===== config.mk =====
export PLATFORM = sky130hd
export DESIGN_NAME = arbd_ctrl
export DESIGN_NICKNAME = d
export VERILOG_FILES = /design/src/rtl/audio_ring_buffer_device_core_macros.svh /design/src/rtl/arbd_pkg.sv /design/src/rtl/arbd_ctrl.sv
export SDC_FILE = /design/constraint.sdc
export NUM_CORES = 1
export LEC_CHECK = 0
export ABC_CLOCK_PERIOD_IN_PS = 1100
export BUFFER_PORTS_ARGS = -buffer_cell sky130_fd_sc_hd__buf_2
export CAP_MARGIN = 40
export CORE_AREA = 2 2 39 41
export CTS_CLUSTER_DIAMETER = 200
export DETAILED_ROUTE_END_ITERATION = 16
export DIE_AREA = 0 0 41 43
export PLACE_DENSITY_LB_ADDON = 0.15
export SYNTH_ARGS = -nofsm -noshare
export SYNTH_HDL_FRONTEND = slang
export SYNTH_SLANG_ARGS = --single-unit

===== constraint.sdc =====
create_clock -name clock -period 1.1 [get_ports clock]
set_input_delay 0.22 -clock clock [delete_from_list [all_inputs] [get_ports clock]]
set_output_delay 0.22 -clock clock [all_outputs]
set_load 0.005 [all_outputs]

===== src/rtl/audio_ring_buffer_device_core_macros.svh =====
// assertion macros for the audio ring buffer core
// used by the top level only, no other dependencies
`ifndef AUDIO_RING_BUFFER_DEVICE_CORE_MACROS_SVH
`define AUDIO_RING_BUFFER_DEVICE_CORE_MACROS_SVH

// antecedent implies consequent in the same cycle
`define ARBD_ASSERT_SAME(label, clk, rst, ante, cons, msg) \
   label: assert property (@(posedge clk) disable iff (rst) (ante) |-> (cons)) \
      else $error(msg);

// antecedent implies consequent in the next cycle
`define ARBD_ASSERT_NEXT(label, clk, rst, ante, cons, msg) \
   label: assert property (@(posedge clk) disable iff (rst) (ante) |=> (cons)) \
      else $error(msg);

`endif


===== src/rtl/arbd_pkg.sv =====
// shared types and constants for the audio ring buffer core
// no dependencies
`default_nettype none

package arbd_pkg;

   // sample buffer size in bytes, power of two
   localparam int ARBD_BUF_BYTES = 65536;

   localparam int REQ_DATA_W = 64;
   localparam int RSP_DATA_W = 40;

   typedef enum logic [2:0] {
      KIND_REG_WR  = 3'd0,
      KIND_REG_RD  = 3'd1,
      KIND_BUF_WR  = 3'd2,
      KIND_BUF_RD  = 3'd3,
      KIND_PULL    = 3'd4
   } kind_type;

   typedef enum logic [2:0] {
      RIDX_FREQ     = 3'd0,
      RIDX_CHANNELS = 3'd1,
      RIDX_SAMPLES  = 3'd2,
      RIDX_SIZE     = 3'd3,
      RIDX_INIT     = 3'd4,
      RIDX_COUNT    = 3'd5
   } reg_idx_type;

   typedef enum logic {
      ST_IDLE = 1'b0,
      ST_MEM  = 1'b1
   } state_type;

   typedef struct packed {
      logic accept;
      logic load_mem;
   } cmd_type;

   typedef struct packed {
      logic needs_mem;
   } sts_type;

endpackage

`default_nettype wire


===== src/rtl/arbd_ctrl.sv =====
// controller: handshake and the wait state for buffer memory reads
// depends on arbd_pkg
`default_nettype none

module arbd_ctrl
   import arbd_pkg::*;
(
   input  wire logic    clock,
   input  wire logic    reset,
   input  wire logic    req_tvalid,
   input  wire logic    rsp_tready,
   input  wire sts_type sts,
   output logic         req_tready,
   output logic         rsp_tvalid,
   output cmd_type      cmd
);

   state_type state_ff, state_in;
   logic      out_valid_ff, out_valid_in;

   always_ff @(posedge clock) begin
      if (reset) begin
         state_ff     <= ST_IDLE;
         out_valid_ff <= 1'b0;
      end else begin
         state_ff     <= state_in;
         out_valid_ff <= out_valid_in;
      end
   end

   always_comb begin
      state_in     = state_ff;
      out_valid_in = out_valid_ff;
      req_tready   = 1'b0;
      cmd.accept   = 1'b0;
      cmd.load_mem = 1'b0;
      case (state_ff)
         ST_IDLE: begin
            // output register is free or drains this cycle
            req_tready = !out_valid_ff || rsp_tready;
            cmd.accept = req_tvalid && req_tready;
            if (cmd.accept) begin
               if (sts.needs_mem) begin
                  state_in     = ST_MEM;
                  out_valid_in = 1'b0;
               end else begin
                  out_valid_in = 1'b1;
               end
            end else if (rsp_tready) begin
               out_valid_in = 1'b0;
            end
         end
         ST_MEM: begin
            cmd.load_mem = 1'b1;
            out_valid_in = 1'b1;
            state_in     = ST_IDLE;
         end
         default: begin
            state_in     = ST_IDLE;
            out_valid_in = 1'b0;
         end
      endcase
   end

   assign rsp_tvalid = out_valid_ff;

endmodule

`default_nettype wire


# ---- Yosys cells after proc, flatten, opt, wreduce, memory -nomap -nowiden
# Index checks and enable logic that the tools add are counted.
dict set report totals {
  reg_bits 2
  input_bits 5
  out_inout_bits 4
  word_cells 17
}
dict set report classes {
  eq_ne 1
  mux 10
  bitwise_logic 1
  n_reduce_logical 3
}
# cell n
set ops {}
lappend ops {{2-to-1 mux 1 bit} 8}
lappend ops {{one-hot mux 1 bit (2 select lines)} 2}
lappend ops {{!= test 3 bit, second input constant} 1}
lappend ops {{logical AND 1 bit} 1}
lappend ops {{logical NOT 1 bit} 1}
lappend ops {{logical OR 1 bit} 1}
lappend ops {{NOT 1 bit} 1}

# ---- Logic depth before layout (Yosys ltp)
# Gate-level depths: netlist of the first run.
dict set report logic_depth {
  ltp_word 5
  mapped_depth 2
  mapped_depth_nobuf 2
}

# ---- Least setup slack after synthesis of the first run
# OpenSTA, ideal clock, no wires.
dict set report synth_path {
  kind {register -> output}
  startpoint {register out_valid_ff (netlist: rsp_tvalid)}
  endpoint {output cmd[1] (netlist name)}
  t_arrival_ns 0.640
  slack_ns 0.240
  path_stages_with_launch 3
  path_cell_list {dfxtp_1 -> nor2b_4 -> nor3b_1}
}
# element line
set synth_lines {}
lappend synth_lines {{start: declaration} arbd_ctrl.sv:19} ;# logic out_valid_ff, out_valid_in;
lappend synth_lines {{start signal: assignment} arbd_ctrl.sv:27} ;# out_valid_ff <= out_valid_in;
lappend synth_lines {{end: declaration} arbd_ctrl.sv:15} ;# output cmd_type cmd

==> results.py, run 1 <==
metrics = {
    "sta": {
        "relSlewSlack_pct": 87.0,
        "rsz0062_at_grt": "true",
        "min_period_ns": 1.14,
        "timing.hold.ws_ns": 0.253,
        "clock.fmax_mhz": 879,
        "finalClockSkew_ns": 0.00367,
        "period_share_pct": 103,
        "drv_slew": 0,
        "finalHoldViolations": 0,
        "fin_ws_ns": -0.0378,
        "worst_pin_slew_ns": 0.195,
        "setup_viol": 2,
    },
    "global_routing": {
        "grt_max_degree": 6,
        "antenna_found_initial": 0,
        "gr-total-overflow": 0,
        "grt_pass1_wl_um": 496,
        "grt_pass1_vias": 140,
        "grt_usage_pct": 4.81,
    },
    "power": {
        "p_leak_nw": 0.0943,
        "power_uw": 285,
        "ir_worst_vdd_v": 0.000432,
        "power_density_nw_per_um2": 1420,
    },
    "yosys": {
        "syn-cell-area_um2": 113,
        "synth_top_area_share_pct": 35.6,
        "synth_top_area_cell": "dfxtp_1",
        "syn_nets": 16,
        "yosys-top-cells-area": "dfxtp_1 36%, nor4b_2 13%, nor2b_4 12%",
        "yosys_register_bits": 2,
        "synthCells": 11,
        "syn_avg_cell_area_um2": 10.2,
        "ys_seq_area_share_pct": 35.6,
        "yosysWarnings": 0,
        "ys_types": 10,
    },
    "clock_network": {
        "numCtsBuffers": 3,
        "clkSlewWorstSetupHoldPaths_ns": 0.03,
        "cts_root_buffer": "clkbuf_4",
        "cts.sinks": 2,
        "clk_latency_ns": 0.22,
        "cts_tree": "done",
        "clockBufferDepth": 2,
        "h-tree-depth": 1,
    },
    "layout": {
        "nets": 29,
        "layout_commonest_cell": "buf_2",
        "final_area_um2": 201,
        "fillers": 158,
        "final_cell_mix": "8 x buf_2, 3 x clkbuf_4",
        "synthToLayoutAreaGrowth_pct": 78.9,
        "multi_input_area_um2": 66.3,
        "drive_gt1_share_pct": 72.7,
        "seq_area_um2": 41.3,
        "n_antenna_cell": 0,
    },
    "floorplan": {
        "core_um2": 1380,
        "dieArea_um2": 1760,
        "rows": 14,
        "io_pins": 9,
        "initial_core_util_pct": 8.14,
        "die_w_um": 41,
        "die_h_um": 43,
    },
    "placed_design": {
        "placed_area_um2": 165,
        "dpl.hpwl_um": 212,
        "io_buffers": 8,
        "place_congestion": 0.508,
    },
    "drt": {
        "dr.pass1.iters": 2,
        "wl_per_cell_um": 7.71,
        "drtIter0Drc": 1,
        "routed_wl_um": 293,
        "route.detailed.drc": 0,
        "antenna_violating_nets_post_route": 0,
        "via_per_inst": 2.89,
        "vias": 110,
    },
    "worst_setup_path": {
        "cp.required_ns": 0.88,
        "critPathLaunchType": "flip-flop",
        "crit_fanout": 3,
        "worstSetupEndpointType": "output port",
        "crit_type": "flip-flop to output port",
        "crit_arrival_ns": 0.92,
        "r2r_cells": 3,
    },
    "run_status": {
        "violations": "setup timing",
        "status": "complete, but fails checks",
    },
    "min_path": {
        "hold_depth": 3,
        "min_path_type": "input pin to flip-flop",
    },
    "flow_run": {
        "maxCapViolCount": 0,
    },
}
[stage by stage]
stage | TNS (ns) | cells | utilization, % | setup WS (ns)
floorplan | 0 | 11 | - | 0.240
global placement | 0 | 34 | 11.9 | 0.160
detailed placement | 0 | 34 | 11.9 | 0.153
CTS | -0.0849 | 38 | 14.5 | -0.0556
global route | -0.163 | 38 | 14.6 | -0.0902
finish | -0.0416 | 38 | 14.6 | -0.0378
[cell families (layout without fill, tap and decap cells)]
family                 count (synthesis)  count (layout)  synth area share, %
AND/OR/NAND/NOR                        6               6                 46.7
flip-flops                             2               2                 35.6
buffers and inverters                  2              13                 10.0
AO/OA/AOI/OAI                          1               1                 7.78
[worst max-delay path, stage by stage (launching register included)]
cell and delay, ns:
dfxtp_2 0.31, nor2b_4 0.13, nor3b_2 0.14, buf_2 0.12
[synthesized netlist by cell type]
cell and instances:
inv_1 1, nor2b_1 1, o31a_1 1, nand2b_1 1, buf_4 1, nor4b_2 1
nor3b_1 1, nor2_1 1, dfxtp_1 2, nor2b_4 1
[registers in the layout (all words and copies together) (netlist names)]
signal / cells
rsp_tvalid: 1
state_ff: 1
[routing by layer]
| metal | up-vias | routed length (um) | global-route usage (%) | share of wire [%] |
|---|---|---|---|---|
| met1 | 43 | 144 | 6.39 | 49 |
| met4 | 0 | 0 | 6.00 | 0 |
| li1 | 58 | - | - | - |
| met3 | 0 | 54 | 3.14 | 18 |
| met2 | 9 | 94 | 4.06 | 32 |
| met5 | - | 0 | 0 | 0 |
[report_power, final]
part           internal, mW  total (mW)  switching, mW  leakage, nW
Combinational        0.0249      0.0408         0.0160       0.0638
Sequential           0.0779      0.0815        0.00363       0.0168
Clock                 0.120       0.163         0.0426       0.0138
[layout make-up]
class                   instances  area share (%)
flip-flops and latches          2            20.5
repair buffers                  9            23.6
multi-input cells               7            32.9
clock buffers                   3            11.2
inverters                       1            1.86
well taps                      16            9.94
[what timing repair did]
action                                  4_1_cts  5_1_grt
endpoints found under the setup margin        2        2
hold buffers                                  0        0
setup buffers                                 1        0
hold endpoints to repair                      0        0
gates resized for setup                       1        1
[path summary, 6_finish.rpt]
path | slack [ns] | start | endpoint
setup / recovery | -0.04 | rsp_tvalid | cmd[1]
hold / removal | 0.25 | reset | rsp_tvalid
setup reg to reg | 0.15 | rsp_tvalid | rsp_tvalid
hold reg to reg | 0.53 | state_ff | state_ff
Power figures use the tool's default switching activity.
==> run 2: changes to the inputs <==
--- a/config.mk
+++ b/config.mk
@@ -5,6 +5,7 @@
 export SDC_FILE = /design/constraint.sdc
 export NUM_CORES = 1
 export LEC_CHECK = 0
+export ABC_AREA = 1
 export ABC_CLOCK_PERIOD_IN_PS = 1100
 export BUFFER_PORTS_ARGS = -buffer_cell sky130_fd_sc_hd__buf_2
 export CAP_MARGIN = 40
@@ -13,6 +14,7 @@
 export DETAILED_ROUTE_END_ITERATION = 16
 export DIE_AREA = 0 0 41 43
 export PLACE_DENSITY_LB_ADDON = 0.15
+export RECOVER_POWER = 50
 export SYNTH_ARGS = -nofsm -noshare
 export SYNTH_HDL_FRONTEND = slang
 export SYNTH_SLANG_ARGS = --single-unit
==> run 2 against run 1 <==
Against the previous run:
- the run now ends clean
- flip-flop and latch count unchanged
- critical path depth increased by 1
- maximum frequency grew 4.7%
- sequential power is 1% higher
- hold slack worse by 0.0099 ns
- largest cell class unchanged
- largest power group unchanged
==> results.py, run 2 <==
metrics = {
    "sta": {
        "period_share_pct": 98.8,
        "finalClockSkew_ns": 0.00114,
        "worst_pin_slew_ns": 0.198,
        "clock.fmax_mhz": 920,
        "rsz0062_at_grt": "true",
        "min_period_ns": 1.09,
        "finalHoldViolations": 0,
        "drv_slew": 0,
        "relSlewSlack_pct": 86.8,
        "setup_viol": 0,
    },
    "floorplan": {
        "rows": 14,
        "initial_core_util_pct": 7.87,
        "dieArea_um2": 1760,
        "io_pins": 9,
        "core_um2": 1380,
        "die_h_um": 43,
        "die_w_um": 41,
    },
    "placed_design": {
        "dp_cells": 40,
        "place_congestion": 0.596,
        "io_buffers": 8,
    },
    "worst_setup_path": {
        "cp_cell_sequence": "nand2_2 > nand2_2 > nor2_1 > buf_2",
        "cpMostUsedCell": "nand2_2",
        "critPathLaunchType": "flip-flop",
        "worstSetupEndpointType": "output port",
        "crit_type": "flip-flop to output port",
        "crit_arrival_ns": 0.87,
        "slowest_delay_ns": 0.32,
        "cp.required_ns": 0.88,
        "slowest_stage": "dfxtp_2",
        "crit_fanout": 3,
        "critical_path.top_delay_family": "flip-flops",
        "path_buf_inv": 1,
    },
    "yosys": {
        "ys_top_cells_by_count": "5 x nand2_1, 4 x inv_1, 2 x dfxtp_1",
        "synth_compound_area_share_pct": 4.60,
        "synth_xor_area_share_pct": 0,
        "ys.flop_type": "dfxtp_1",
        "yosys_register_bits": 2,
        "synthAdderAreaFrac_pct": 0,
        "synth_top_area_cell": "dfxtp_1",
        "ys_types": 9,
        "synth_top_family_by_area": "simple AND/OR/NAND/NOR gates",
        "synth_most_common_cell": "nand2_1",
        "synthCells": 17,
        "yosysWarnings": 0,
        "synth_edf_count": 0,
        "synthSimpleGateAreaFrac_pct": 34.5,
        "yosys-top-cells-area": "dfxtp_1 37%, nand2_1 17%, inv_1 14%",
        "async_flop_share_pct": 0,
        "ys_seq_area_share_pct": 36.8,
        "syn_nets": 22,
        "syn_avg_cell_area_um2": 6.40,
        "synth_top_area_share_pct": 36.8,
        "synth_mux_area_share_pct": 0,
        "syn-cell-area_um2": 109,
    },
    "layout": {
        "nets": 35,
        "final_cell_mix": "8 x buf_2, 4 x inv_1, 3 x nand2_1, 3 x clkbuf_4, 2 x nand2_2",
        "fillers": 163,
        "layout_commonest_cell": "buf_2",
        "final_cells": 44,
        "drive_gt1_share_pct": 60.7,
        "synthToLayoutAreaGrowth_pct": 81.6,
        "n_antenna_cell": 0,
    },
    "clock_network": {
        "clockBufferDepth": 2,
        "clkSlewWorstSetupHoldPaths_ns": 0.03,
        "clk_latency_ns": 0.22,
        "cts_root_buffer": "clkbuf_4",
        "h-tree-depth": 1,
        "cts.sinks": 2,
        "numCtsBuffers": 3,
        "cts_tree": "done",
    },
    "drt": {
        "routed_wl_um": 293,
        "vias": 128,
        "dr.pass1.iters": 4,
        "route.detailed.drc": 0,
        "drtIter0Drc": 3,
        "wl_per_cell_um": 6.66,
        "antenna_violating_nets_post_route": 0,
        "via_per_inst": 2.91,
    },
    "power": {
        "switching_share_pct": 22.5,
        "power_uw": 284,
        "comb_power_share_pct": 14.3,
        "seq_power_share_pct": 29.1,
        "clkPwrFrac_pct": 56.7,
        "p_leak_nw": 0.115,
        "p_switching_uw": 64.0,
        "p_int_uw": 220,
        "power_density_nw_per_um2": 1440,
        "ir_worst_vdd_v": 0.000226,
    },
    "global_routing": {
        "gr-total-overflow": 0,
        "top_usage_layer": "met4",
        "use_met3_pct": 3.14,
        "gr-usage-met2_pct": 5.00,
        "grt_usage_pct": 4.80,
        "antenna_found_initial": 0,
        "grt_pass1_vias": 148,
        "grt_pass1_wl_um": 503,
        "met1_usage_pct": 5.41,
        "grt_max_degree": 6,
    },
    "run_status": {
        "status": "completed",
    },
    "flow_run": {
        "maxCapViolCount": 0,
    },
    "min_path": {
        "min_path_type": "input pin to flip-flop",
    },
}
[run 2: kinds of logic after synthesis]
family,after synthesis
compound gates,1
buf+inv,6
simple gates,8
flops,2
[run 2: routing by layer]
metal  wire length, um  up-vias  part of all wire, %
met5                 0        -                    0
met4                 0        0                    0
met3                42        0                   14
met2                99        9                   34
met1               151       48                   52
li1                  -       71                    -
[run 2: worst min-delay path, delay by kind of cell]
kind	cells	cell delay [ns]
buf+inv	3	0.14
simple gates	1	0.06
[run 2: through the flow]
stage,utilization (%),area [um^2],TNS (ns),setup WS (ns),hold WS (ns)
after detailed placement,11.7,161,0,0.162,0.481
after CTS,14.3,198,-0.0281,-0.0281,0.232
final,14.3,198,0,0.0135,0.243
after floorplan,-,109,0,0.321,0.366
after global routing,14.3,198,-0.0728,-0.0394,0.263
after global placement,11.7,161,0,0.181,0.469
[run 2: power groups by stage]
stage               sequential, mW  clock (mW)  combinational (mW)
global route                0.0838       0.178              0.0471
detailed placement          0.0826           0              0.0355
CTS                         0.0826       0.176              0.0409
floorplan                   0.0823           0              0.0184
global placement            0.0822           0              0.0347
finish                      0.0825       0.161              0.0406
[run 2: final cells by class]
| type | count | area [um^2] | area share, % |
|---|---|---|---|
| Inverter | 5 | 18.8 | 9.49 |
| Tap cell | 16 | 20.0 | 10.1 |
| Clock buffer | 3 | 22.5 | 11.4 |
| Sequential cell | 2 | 41.3 | 20.9 |
| Multi-Input combinational cell | 9 | 47.5 | 24.1 |
| Timing Repair Buffer | 9 | 47.5 | 24.1 |
[run 2: final timing paths]
path | slack [ns] | cells after the start | to | startpoint
max | 0.01 | 4 | cmd[1] | rsp_tvalid
min | 0.24 | 4 | rsp_tvalid | reset
max reg2reg | 0.37 | 4 | state_ff | rsp_tvalid
min reg2reg | 0.52 | 1 | state_ff | state_ff
[run 2: timing repair]
action	CTS	global route
setup endpoints to repair	1	2
gates resized for setup	3	0
pin swaps	3	2
hold buffers	0	0
setup buffers	1	0
==> run 3: changes to the inputs <==
--- a/config.mk
+++ b/config.mk
@@ -6,7 +6,7 @@
 export NUM_CORES = 1
 export LEC_CHECK = 0
 export ABC_AREA = 1
-export ABC_CLOCK_PERIOD_IN_PS = 1100
+export ABC_CLOCK_PERIOD_IN_PS = 1250
 export BUFFER_PORTS_ARGS = -buffer_cell sky130_fd_sc_hd__buf_2
 export CAP_MARGIN = 40
 export CORE_AREA = 2 2 39 41
==> constraint.sdc (replaced) <==
create_clock -name clock -period 1.25 [get_ports clock]
set_input_delay 0.25 -clock clock [delete_from_list [all_inputs] [get_ports clock]]
set_output_delay 0.25 -clock clock [all_outputs]
set_load 0.005 [all_outputs]
==> run 3 against run 2 <==
Against the previous run:
- via count fell by 1.6%
- worst setup slack improved by 0.074 ns
- utilization fell by 0.90 points
- count of clock-buffer cells in the layout did not move
- largest power group unchanged
- register-to-register slack improved by 0.16 ns
- sequential share of layout area rose by 0.74 points
- power fell by 14%
- largest cell class unchanged
- first-iteration DRC count fell by 67%
- global-route usage rose by 0.10 points
==> results.py, run 3 (same netlist as run 2, synthesis figures left out) <==
metrics = {
    "sta": {
        "worst_pin_slew_ns": 0.187,
        "rsz0062_at_grt": "false",
        "timing.hold.ws_ns": 0.279,
        "finalClockSkew_ns": 0.00118,
        "finalHoldViolations": 0,
        "period_share_pct": 93.0,
        "relSlewSlack_pct": 87.5,
        "min_period_ns": 1.16,
        "clock.fmax_mhz": 860,
        "fin_setup_tns_ns": 0,
        "setup_viol": 0,
        "drv_slew": 0,
    },
    "clock_network": {
        "h-tree-depth": 1,
        "cts_setup_buffers": 0,
        "postCtsHoldBufs": 0,
        "cts_tree": "done",
        "clk_latency_ns": 0.22,
        "cts_resized": 0,
        "clkSlewWorstSetupHoldPaths_ns": 0.03,
        "numCtsBuffers": 3,
        "cts.sinks": 2,
        "cts_root_buffer": "clkbuf_4",
        "clockBufferDepth": 2,
    },
    "global_routing": {
        "grt_pass1_wl_um": 517,
        "grt_usage_pct": 4.90,
        "gr-total-overflow": 0,
        "grt_max_degree": 6,
        "antenna_found_initial": 0,
        "grt_pass1_vias": 148,
    },
    "worst_setup_path": {
        "cp.required_ns": 1.00,
        "cp_cell_sequence": "nand2_1 > nand2_2 > nor2_1 > buf_2",
        "crit_arrival_ns": 0.91,
        "crit_fanout": 3,
        "critical_path.top_delay_family": "flip-flops",
        "slowest_stage": "dfxtp_1",
        "worstSetupEndpointType": "output port",
        "path_buf_inv": 1,
        "slowest_delay_ns": 0.31,
        "crit_type": "flip-flop to output port",
        "critPathLaunchType": "flip-flop",
    },
    "floorplan": {
        "io_pins": 9,
        "die_h_um": 43,
        "dieArea_um2": 1760,
        "die_w_um": 41,
        "core_um2": 1380,
        "rows": 14,
        "initial_core_util_pct": 7.87,
    },
    "layout": {
        "synthToLayoutAreaGrowth_pct": 70.1,
        "fin_util_pct": 13.4,
        "final_area_um2": 185,
        "layout_commonest_cell": "buf_2",
        "final_cell_mix": "7 x buf_2, 4 x inv_1, 4 x nand2_1",
        "nets": 34,
        "n_antenna_cell": 0,
        "drive_gt1_share_pct": 44.4,
    },
    "placed_design": {
        "io_buffers": 8,
        "place_congestion": 0.596,
        "placed_area_um2": 161,
    },
    "power": {
        "power_density_nw_per_um2": 1320,
        "ir_worst_vdd_v": 0.000193,
        "p_leak_nw": 0.105,
    },
    "drt": {
        "antenna_violating_nets_post_route": 0,
        "routed_wl_um": 286,
        "vias": 126,
        "via_per_inst": 2.93,
        "dr.pass1.iters": 2,
        "wl_per_cell_um": 6.65,
        "drtIter0Drc": 1,
        "route.detailed.drc": 0,
    },
    "flow_run": {
        "maxCapViolCount": 0,
    },
    "run_status": {
        "status": "completed",
    },
    "min_path": {
        "min_path_type": "input pin to flip-flop",
    },
}
-- run 3: where the power goes --
| part | switching, mW | total [mW] | internal [mW] | leakage [nW] |
|---|---|---|---|---|
| registers | 0.00369 | 0.0718 | 0.0681 | 0.0165 |
| clock network | 0.0358 | 0.142 | 0.106 | 0.0138 |
| logic | 0.0156 | 0.0312 | 0.0157 | 0.0746 |
-- run 3: worst paths after layout --
check | depth (start not counted) | slack [ns] | startpoint | to
hold reg to reg | 1 | 0.52 | state_ff | state_ff
setup reg to reg | 4 | 0.53 | state_ff | rsp_tvalid
hold / removal | 4 | 0.28 | reset | rsp_tvalid
setup / recovery | 4 | 0.09 | rsp_tvalid | cmd[1]
-- run 3: tightest hold or removal path: cells and delay by family --
| family | cells | cell delay [ns] |
|---|---|---|
| simple gates | 1 | 0.06 |
| buf+inv | 3 | 0.14 |
-- run 3: area by class of cell --
class,instances,area [um^2]
inverters,5,18.8
multi-input cells,9,45.0
well taps,16,20.0
fillers,165,1200
flip-flops and latches,2,40.0
repair buffers,8,38.8
clock buffers,3,22.5
-- run 3: layer usage --
metal | vias up | track usage, % | part of all wire, %
met5 | - | 0 | 0
met4 | 0 | 6.00 | 0
met3 | 0 | 3.14 | 14
met2 | 9 | 5.00 | 33
met1 | 46 | 5.73 | 52
li1 | 71 | - | -
-- run 3: per-stage QoR --
stage               setup WS [ns]  power [mW]  cells
floorplan                   0.441      0.0886     17
global placement            0.271       0.103     40
detailed placement          0.252       0.104     40
CTS                        0.0587       0.258     43
global route               0.0167       0.267     43
finish                     0.0870       0.245     43
